File: src/design/bat_pkg.sv
// ---------------------------------------------------------------------------
// bat_pkg: shared types and codes for the breakpoint address table
// Transaction structs, operation and status codes, and controller/datapath
// command and status groups.
// ---------------------------------------------------------------------------
package bat_pkg;

	localparam int SLOTS_DEFAULT = 16;
	localparam int ADDR_W        = 16;

	localparam logic [1:0] OP_CHECK  = 2'd0;
	localparam logic [1:0] OP_ADD    = 2'd1;
	localparam logic [1:0] OP_REMOVE = 2'd2;

	localparam logic [1:0] ST_OK        = 2'd0;
	localparam logic [1:0] ST_FULL      = 2'd1;
	localparam logic [1:0] ST_PRESENT   = 2'd2;
	localparam logic [1:0] ST_NOT_FOUND = 2'd3;

	typedef struct packed {
		logic [1:0]        operation;
		logic [ADDR_W-1:0] address;
	} req_t;

	typedef struct packed {
		logic [1:0] status;
		logic [3:0] slot;
		logic [4:0] count;
		logic       hit;
	} rsp_t;

	typedef struct packed {
		logic start;
		logic issue;
		logic commit;
	} cmd_t;

	typedef struct packed {
		logic last;
		logic can_commit;
	} sts_t;

endpackage

File: src/design/bat_ctrl.sv
// ---------------------------------------------------------------------------
// bat_ctrl: controller for the breakpoint address table
// Accepts a request, sweeps the slots, then commits the result.
// ---------------------------------------------------------------------------
module bat_ctrl (
	input  logic          clk,
	input  logic          arst_n,
	input  logic          req_valid,
	output logic          req_stall,
	input  bat_pkg::sts_t sts,
	output bat_pkg::cmd_t cmd
);
	import bat_pkg::*;

	localparam logic [1:0] S_IDLE   = 2'd0;
	localparam logic [1:0] S_SCAN   = 2'd1;
	localparam logic [1:0] S_DRAIN  = 2'd2;
	localparam logic [1:0] S_COMMIT = 2'd3;

	logic [1:0] state_q;
	logic [1:0] state_d;

	always_comb begin
		state_d    = state_q;
		cmd        = '0;
		req_stall  = 1'b1;
		unique case (state_q)
			S_IDLE: begin
				req_stall = 1'b0;
				if (req_valid) begin
					cmd.start = 1'b1;
					state_d   = S_SCAN;
				end
			end
			S_SCAN: begin
				cmd.issue = 1'b1;
				if (sts.last) begin
					state_d = S_DRAIN;
				end
			end
			S_DRAIN: begin
				state_d = S_COMMIT;
			end
			S_COMMIT: begin
				if (sts.can_commit) begin
					cmd.commit = 1'b1;
					state_d    = S_IDLE;
				end
			end
			default: begin
				state_d = S_IDLE;
			end
		endcase
	end

	always_ff @(posedge clk or negedge arst_n) begin
		if (!arst_n) begin
			state_q <= S_IDLE;
		end else begin
			state_q <= state_d;
		end
	end

endmodule

File: src/design/bat_dp.sv
// ---------------------------------------------------------------------------
// bat_dp: datapath for the breakpoint address table
// Slot memory, valid bits, count, sweep registers and result register.
// ---------------------------------------------------------------------------
module bat_dp #(
	parameter int SLOTS = bat_pkg::SLOTS_DEFAULT
) (
	input  logic          clk,
	input  logic          arst_n,
	input  bat_pkg::req_t req,
	input  bat_pkg::cmd_t cmd,
	output bat_pkg::sts_t sts,
	output logic          rsp_valid,
	input  logic          rsp_stall,
	output bat_pkg::rsp_t rsp
);
	import bat_pkg::*;

	localparam int IW = (SLOTS > 1) ? $clog2(SLOTS) : 1;
	localparam int CW = $clog2(SLOTS + 1);
	localparam logic [IW-1:0] LAST_IDX  = IW'(SLOTS - 1);
	localparam logic [CW-1:0] FULL_CNT  = CW'(SLOTS);

	logic [ADDR_W-1:0] mem [SLOTS];
	logic [SLOTS-1:0]  valid_q;
	logic [CW-1:0]     count_q;

	logic [1:0]        op_q;
	logic [ADDR_W-1:0] addr_q;
	logic [IW-1:0]     idx_q;

	logic              vld_s1;
	logic [IW-1:0]     idx_s1;
	logic [ADDR_W-1:0] rd_s1;
	logic              vbit_s1;

	logic              match_found_q;
	logic [IW-1:0]     match_idx_q;
	logic              free_found_q;
	logic [IW-1:0]     free_idx_q;

	logic              rsp_valid_q;
	rsp_t              rsp_q;
	rsp_t              res;
	logic              do_write;
	logic              do_clear;

	logic [IW+3:0]     match_ext;
	logic [IW+3:0]     free_ext;
	logic [CW+4:0]     cnt_inc_ext;
	logic [CW+4:0]     cnt_dec_ext;
	logic [CW+4:0]     cnt_ext;

	assign sts.last       = (idx_q == LAST_IDX);
	assign sts.can_commit = !rsp_valid_q || !rsp_stall;
	assign rsp_valid      = rsp_valid_q;
	assign rsp            = rsp_q;

	assign match_ext   = {4'b0, match_idx_q};
	assign free_ext    = {4'b0, free_idx_q};
	assign cnt_inc_ext = {5'b0, count_q + CW'(1)};
	assign cnt_dec_ext = {5'b0, count_q - CW'(1)};
	assign cnt_ext     = {5'b0, count_q};

	always_comb begin
		res      = '0;
		res.count = cnt_ext[4:0];
		do_write = 1'b0;
		do_clear = 1'b0;
		case (op_q)
			OP_CHECK: begin
				res.hit = match_found_q;
			end
			OP_ADD: begin
				if (count_q >= FULL_CNT) begin
					res.status = ST_FULL;
				end else if (match_found_q) begin
					res.status = ST_PRESENT;
					res.slot   = match_ext[3:0];
				end else if (free_found_q) begin
					do_write  = 1'b1;
					res.slot  = free_ext[3:0];
					res.count = cnt_inc_ext[4:0];
				end else begin
					res.status = ST_FULL;
				end
			end
			OP_REMOVE: begin
				if (match_found_q) begin
					do_clear  = 1'b1;
					res.slot  = match_ext[3:0];
					res.count = cnt_dec_ext[4:0];
				end else begin
					res.status = ST_NOT_FOUND;
				end
			end
			default: begin
			end
		endcase
	end

	always_ff @(posedge clk) begin
		if (cmd.issue) begin
			rd_s1 <= mem[idx_q];
		end
		if (cmd.commit && do_write) begin
			mem[free_idx_q] <= addr_q;
		end
	end

	always_ff @(posedge clk) begin
		if (cmd.start) begin
			op_q   <= req.operation;
			addr_q <= req.address;
		end
		idx_s1  <= idx_q;
		vbit_s1 <= valid_q[idx_q];
		if (cmd.commit) begin
			rsp_q <= res;
		end
	end

	always_ff @(posedge clk or negedge arst_n) begin
		if (!arst_n) begin
			valid_q       <= '0;
			count_q       <= '0;
			idx_q         <= '0;
			vld_s1        <= 1'b0;
			match_found_q <= 1'b0;
			match_idx_q   <= '0;
			free_found_q  <= 1'b0;
			free_idx_q    <= '0;
			rsp_valid_q   <= 1'b0;
		end else begin
			vld_s1 <= cmd.issue;
			if (cmd.start) begin
				idx_q         <= '0;
				match_found_q <= 1'b0;
				free_found_q  <= 1'b0;
			end else begin
				if (cmd.issue && !sts.last) begin
					idx_q <= idx_q + IW'(1);
				end
				if (vld_s1 && vbit_s1 && (rd_s1 == addr_q) && !match_found_q) begin
					match_found_q <= 1'b1;
					match_idx_q   <= idx_s1;
				end
				if (vld_s1 && !vbit_s1 && !free_found_q) begin
					free_found_q <= 1'b1;
					free_idx_q   <= idx_s1;
				end
			end
			if (cmd.commit && do_write) begin
				valid_q[free_idx_q] <= 1'b1;
				count_q             <= count_q + CW'(1);
			end
			if (cmd.commit && do_clear) begin
				valid_q[match_idx_q] <= 1'b0;
				count_q              <= count_q - CW'(1);
			end
			if (cmd.commit) begin
				rsp_valid_q <= 1'b1;
			end else if (!rsp_stall) begin
				rsp_valid_q <= 1'b0;
			end
		end
	end

endmodule

File: src/design/breakpoint_address_table.sv
// ---------------------------------------------------------------------------
// breakpoint_address_table: table of breakpoint address slots
// Each request is a check, add or remove of a 16-bit address; each gives
// exactly one response with status, slot, valid count and hit.
//
// Request channel req/req_valid/req_stall, response channel
// rsp/rsp_valid/rsp_stall; a transaction moves when valid is high and stall
// is low. After a request is taken the slot memory is swept one slot per
// cycle, and a new request is taken only once the last one is committed;
// the single read port of the slot memory sets this sweep rate. The
// response sits in an output register, so the next request is taken and
// swept while it waits; the result of that request is held back until the
// receiver lifts rsp_stall. Reset clears all valid bits, the count and both
// handshakes; slot addresses need no clear.
// ---------------------------------------------------------------------------
module breakpoint_address_table #(
	parameter int SLOTS = bat_pkg::SLOTS_DEFAULT
) (
	input  logic          clk,
	input  logic          arst_n,
	input  logic          req_valid,
	output logic          req_stall,
	input  bat_pkg::req_t req,
	output logic          rsp_valid,
	input  logic          rsp_stall,
	output bat_pkg::rsp_t rsp
);
	import bat_pkg::*;

	cmd_t cmd;
	sts_t sts;

	bat_ctrl u_ctrl (
		.clk       (clk),
		.arst_n    (arst_n),
		.req_valid (req_valid),
		.req_stall (req_stall),
		.sts       (sts),
		.cmd       (cmd)
	);

	bat_dp #(
		.SLOTS (SLOTS)
	) u_dp (
		.clk       (clk),
		.arst_n    (arst_n),
		.req       (req),
		.cmd       (cmd),
		.sts       (sts),
		.rsp_valid (rsp_valid),
		.rsp_stall (rsp_stall),
		.rsp       (rsp)
	);

endmodule
File: config.mk
export PLATFORM = sky130hd
export DESIGN_NAME = breakpoint_address_table
export DESIGN_NICKNAME = d
export VERILOG_FILES = /design/src/design/bat_pkg.sv /design/src/design/bat_ctrl.sv /design/src/design/bat_dp.sv /design/src/design/breakpoint_address_table.sv
export SDC_FILE = /design/constraint.sdc
export NUM_CORES = 1
export LEC_CHECK = 0
export ABC_AREA = 1
export BUFFER_PORTS_ARGS = -buffer_cell sky130_fd_sc_hd__buf_4
export CORE_AREA = 2 2 173 175
export CTS_BUF_LIST = sky130_fd_sc_hd__clkbuf_4 sky130_fd_sc_hd__clkbuf_8
export DETAILED_ROUTE_END_ITERATION = 8
export DIE_AREA = 0 0 175 177
export PLACE_DENSITY = 0.79
export SYNTH_ARGS = -nofsm -noshare
export SYNTH_HDL_FRONTEND = slang
export SYNTH_SLANG_ARGS = --single-unit
File: constraint.sdc
create_clock -name clk -period 2.3 [get_ports clk]
set_input_delay 0.115 -clock clk [delete_from_list [all_inputs] [get_ports clk]]
set_output_delay 0.115 -clock clk [all_outputs]
set_load 0.01 [all_outputs]
=== After elaboration in Yosys (flattened, before gate mapping) ===
Memory sizes are Yosys's and may differ from the RTL's. A register that Yosys moved wholly into a read port is not among the register bits.
Cells that the tools add are included.

* Flip-flop bits (word level): 74
* Memories kept: 1
* RAM bits: 256

{| class="wikitable"
|+ Memory list
! name !! words !! width !! read ports !! clocked after memory_dff !! write ports !! line !! text
|-
| u_dp.mem || 16 || 16 || 1 || 1 || 1 || bat_dp.sv:24 || <nowiki>logic [ADDR_W-1:0] mem [SLOTS];</nowiki>
|}

* Bitwise operators: 4
* Muxes and demuxes: 45
* Order comparisons: 6
* Eq/ne operators: 11
* Reductions and logical operators: 26
* Add/subtract/negate cells: 3

{| class="wikitable"
|+ Operators with widths
! cell !! count
|-
| 2-to-1 mux 16 bit || 2
|-
| 2-to-1 mux 9 bit || 3
|-
| 2-to-1 mux 1 bit || 24
|-
| case mux 11 bit (2 select lines) || 1
|-
| AND 16 bit || 1
|-
| == test 16 bit || 1
|-
| inverter 16 bit || 1
|-
| OR 16 bit || 1
|-
| less-than comparator 4 x 5 -> 1 bit, second input constant || 3
|-
| 2-to-1 mux 5 bit || 3
|-
| logical AND 1 bit || 10
|-
| 2-to-1 mux 2 bit || 5
|-
| demux 1 bit (select 4 bit) || 2
|-
| greater-or-equal comparator 4 x 1 -> 1 bit, second input constant || 2
|-
| 2-to-1 mux 4 bit || 2
|-
| case mux 2 bit (4 select lines) || 1
|-
| nonzero test 2 bit || 4
|-
| == test 2 bit, second input constant || 3
|-
| zero test 1 bit || 6
|-
| 2-to-1 mux 6 bit || 1
|-
| adder 5 x 1 -> 5 bit, second input constant || 1
|-
| greater-or-equal comparator 5 bit, second input constant || 1
|-
| subtractor 5 x 1 -> 5 bit, second input constant || 1
|-
| adder 4 x 1 -> 4 bit, second input constant || 1
|-
| 10 further kinds || 15
|}

=== Logic depth before layout (Yosys ltp) ===
* Word-level depth: 8
* Mapped depth: 10
* Depth with buffers taken out: 10

=== Hierarchy ===
Synthesis repeated with hierarchy kept, for this count alone.

* Cells, all modules: 1154
* Area, all modules: 14182.4 um^2

{| class="wikitable"
|+ By module, submodules not included
! module !! times used !! area an instance (um^2) !! cells each !! seq. area each (um^2)
|-
| bat_dp || 1 || 13959.6 || 1124 || 10094.7
|-
| bat_ctrl || 1 || 222.7 || 30 || 50.0
|}

=== Least setup slack after synthesis ===
Ideal clock, no wire load.

* Path type: register to register
* Start: register u_ctrl.state_q[0]
* End: memory u_dp.mem[12][0] (enable)
* Stages on the path, launching flop included: 8
* Library setup time: 0.390 ns
* Period minus slack after synthesis: 2.349 ns
* Path slack: -0.049 ns
* Arrival: 1.959 ns
* Cell sequence: dfrtp_1 > ha_1 > nand2_1 > inv_1 > nand2_4 > nor2_2 > inv_2 > nor2_1

{| class="wikitable"
|+ RTL lines
! element !! line !! text
|-
| start, declared || bat_ctrl.sv:20 || <nowiki>logic [1:0] state_q;</nowiki>
|-
| start signal, assigned || bat_ctrl.sv:60 || <nowiki>state_q <= state_d;</nowiki>
|-
| end, declared || bat_dp.sv:24 ||
|}

=== Worst setup path in the final report ===
* Start: register u_dp.op_q[1]
* End: memory u_dp.mem[3][3] (enable)

* Cells in the longest elaborated chain, start to end: 5

{| class="wikitable"
|+ RTL lines
! element !! line !! text
|-
| start, declared || bat_dp.sv:28 || <nowiki>logic [1:0] op_q;</nowiki>
|-
| start signal, assigned || bat_dp.sv:113 || <nowiki>op_q <= req.operation;</nowiki>
|-
| == test 2 x 1 -> 1 bit || bat_dp.sv:70 || <nowiki>case (op_q)</nowiki>
|-
| 2-to-1 mux 1 bit || bat_dp.sv:70 ||
|-
| logical AND 1 bit || bat_dp.sv:106 || <nowiki>if (cmd.commit && do_write) begin</nowiki>
|-
| 2-to-1 mux 1 bit || bat_dp.sv:106 ||
|-
| 2-to-1 mux 1 bit (not written as such) || bat_dp.sv:107 || <nowiki>mem[free_idx_q] <= addr_q;</nowiki>
|}

No other way between the ends.

==> results.yml <==
global_route:
  grt_max_degree: 83
  antenna_found_initial: 0
  grt_pass1_vias: 9675
  overflow: 0
  track_usage_pct: 22.7
  grt_pass1_wl_um: 53900
clock_tree:
  clock_latency_ns: 0.58
  cts_root_buffer: "clkbuf_8"
  cts_sinks: 346
  post_cts_resize_count: 0
  path_clk_slew_ns: 0.07
  htreeDepth: 2
  numCtsBuffers: 52
  cts_tree: "yes"
  cts_max_path_buffers: 3
sta:
  finalCritPeriodShare_pct: 90.2
  rsz0062_at_grt: "no"
  setup_viol: 0
  fin_tns_setup_ns: 0
  max_freq_mhz: 482
  maxSlewViolCount: 0
  relSlewSlack_pct: 58.2
  tightest_slew_ns: 0.627
  fin_crit_ns: 2.07
  clock_skew_ns: 0.0207
  finalHoldViolations: 0
synth:
  synth_top_cells_by_area: "edfxtp_1 (64%), dfrtp_1 (6.9%), nor2_1 (5.2%), o21ai_0 (5.0%), nand2_1 (3.3%)"
  synth_top_area_cell: "edfxtp_1"
  synth-edff-count: 302
  synth_nets: 1185
  yosys.cell_types.count: 43
  synthCells: 1152
  syn_area_mm2: 0.0141
  synth.avg_cell_area_um2: 12.3
  yosysSeqAreaShare_pct: 71.7
  synth_ff_type: "edfxtp_1"
  synth_warnings: 0
  synthArstFlopShare_pct: 11.3
  synth_top_area_share_pct: 64.1
  synth-seq-cells: 346
critical_path:
  path_class: "reg2reg"
  crit_chain: "inv_1 -> ha_1 -> inv_2 -> nor2_8 -> nand2_4 -> clkinv_2 -> nand2_2 -> nor2_2 -> buf_4"
  crit_required_ns: 2.54
  cpPeakStageDelay_ns: 0.40
  arrival_ns: 2.32
  crit_path_start_kind: "register"
  endpoint_kind: "register"
  cpMaxStageDelayCell: "edfxtp_1"
  critPathMaxFanout: 13
layout:
  num_antenna_cells: 0
  area_growth_pct: 16.2
  multi_input_area_mm2: 0.00345
  nets: 1304
  layout-drive-gt1-share_pct: 16.7
  seq_area_mm2: 0.0102
  num-fill-cells: 2253
  final_util_pct: 56.2
min_path:
  hp-class: "in2async"
power:
  ir_drop_mv: 0.875
  p_per_area_mw_per_mm2: 1130
  p_leak_nw: 6.09
floorplan:
  die_area_mm2: 0.0310
  coreArea_mm2: 0.0292
  dieHeight_um: 177
  die_w_um: 175
  ios: 36
  start_util_pct: 48.4
  std_cell_rows: 63
placed_design:
  hpwl_um: 21500
  io_buffers: 35
  place.gp.congestion: 0.895
routing:
  vias: 9789
  vias_per_cell: 5.75
  drt_iter0_drc: 1227
  wl_per_cell_um: 20.5
  first_pass_iters: 5
  drc: 0
  routed_wl_um: 34900
  antenna_left: 0
run_status:
  status: "finished clean"
job:
  maxCapViolations: 0
==> final cells by class <==
class                           instances  area share (%)
Clock inverter                         32            1.04
Sequential cell                       346            61.8
Timing Repair Buffer                  121            6.38
Tap cell                              390            2.97
Inverter                               83            1.91
Multi-Input combinational cell        667            21.0
Clock buffer                           63            4.93
==> where the power goes <==
part           switching (mW)  internal [mW]  total [mW]
Combinational            3.88           1.82        5.71
Sequential              0.459           7.68        8.14
Clock                    2.32           2.45        4.77
==> critical path: cells and delay by family, from the launching register on <==
kind	cells	cell delay [ns]
flops	1	0.40
buf+inv	4	0.58
simple gates	4	0.48
fa+ha+maj	1	0.28
==> path summary, 6_finish.rpt <==
path	startpoint	endpoint	slack [ns]	depth (start not counted)
setup / recovery	u_dp.op_q[1]	u_dp.mem[3][3]	0.23	9
hold / removal	arst_n	u_dp.count_q[4]	0.06	2
setup reg to reg	u_dp.op_q[1]	u_dp.mem[3][3]	0.23	9
hold reg to reg	u_dp.idx_s1[1]	u_dp.match_idx_q[1]	0.47	2
max in group asynchronous	arst_n	u_dp.idx_q[0]	1.83	2
min in group clk	req[13]	u_dp.addr_q[13]	0.24	2
==> layer usage <==
layer	track usage [%]	up-vias	wire (um)
met1	30.3	4759	13600
li1	-	4392	-
met5	0	-	0
met4	8.99	0	1150
met3	4.30	90	3290
met2	37.2	548	16900
==> timing repair <==
item                      4_1_cts  5_1_grt
hold buffers                   21        0
buffers inserted                0        0
hold endpoints to repair       61        0
==> registers in the layout, indices dropped and copies added (netlist names), 2 cells and up <==
register,cells
u_dp.rd_s1,16
u_dp.rsp,12
u_dp.idx_s1,4
u_ctrl.state_q,2
u_dp.mem,256
u_dp.count_q,5
u_dp.match_idx_q,4
u_dp.idx_q,4
u_dp.addr_q,16
u_dp.op_q,2
u_dp.valid_q,16
u_dp.free_idx_q,4
==> through the flow <==
| step | instance area (um2) | cells | total power, mW | hold slack, ns | worst slack, ns |
|---|---|---|---|---|---|
| 2_1_floorplan | 14100 | 1152 | 11.9 | -0.181 | -0.0490 |
| 3_3_place_gp | 15200 | 1586 | 13.6 | 0.119 | 0.330 |
| 3_5_place_dp | 15200 | 1586 | 13.9 | 0.120 | 0.283 |
| 4_1_cts | 16400 | 1702 | 18.6 | 0.0649 | 0.261 |
| 5_1_grt | 16400 | 1702 | 19.6 | 0.0943 | 0.100 |
| 6_report | 16400 | 1702 | 18.6 | 0.0569 | 0.226 |
==> placed cells by master (no fill, tap or decap), drive strengths merged <==
cell | Yosys | final
edfxtp | 302 | 302
nor2 | 199 | 199
o21ai | 150 | 150
nand2 | 128 | 128
buf | 24 | 100
inv | 81 | 81
clkbuf | 32 | 63
o221ai | 52 | 52
dfrtp | 39 | 39
clkinv | 2 | 32
nand3 | 29 | 29
a21oi | 28 | 28
o22ai | 21 | 21
dlygate4sd3 | 0 | 21
o211ai | 18 | 18
ha | 11 | 11
nand4 | 8 | 8
xor2 | 6 | 6
dfxtp | 5 | 5
nor3 | 5 | 5
xnor2 | 2 | 2
or2 | 2 | 2
o41ai | 1 | 1
o22a | 1 | 1
mux2 | 1 | 1
nand2b | 1 | 1
a211oi | 1 | 1
a31oi | 1 | 1
nand3b | 1 | 1
mux2i | 1 | 1
clkinvlp | 0 | 1
bufinv | 0 | 1
==> logic make-up (layout without fill, tap and decap cells) <==
logic type,count (synthesis),count (layout),synth area share [%]
DFF,346,346,71.7
xor gates and xnor gates,8,8,0.495
muxes,2,2,0.150
adders and majority gates,11,11,0.973
and+or+nand+nor,373,373,10.9
AOI/OAI and AO/OA,273,273,11.6
buffers and inverters,139,299,4.15
==> Yosys cell counts (all sizes together), types with 8 or more instances <==
cell type  instances
edfxtp           302
nor2             199
o21ai            150
nand2            128
inv               81
o221ai            52
dfrtp             39
clkbuf            32
nand3             29
a21oi             28
buf               24
o22ai             21
o211ai            18
ha                11
nand4              8
No activity file was read; power rests on OpenSTA's default activity.
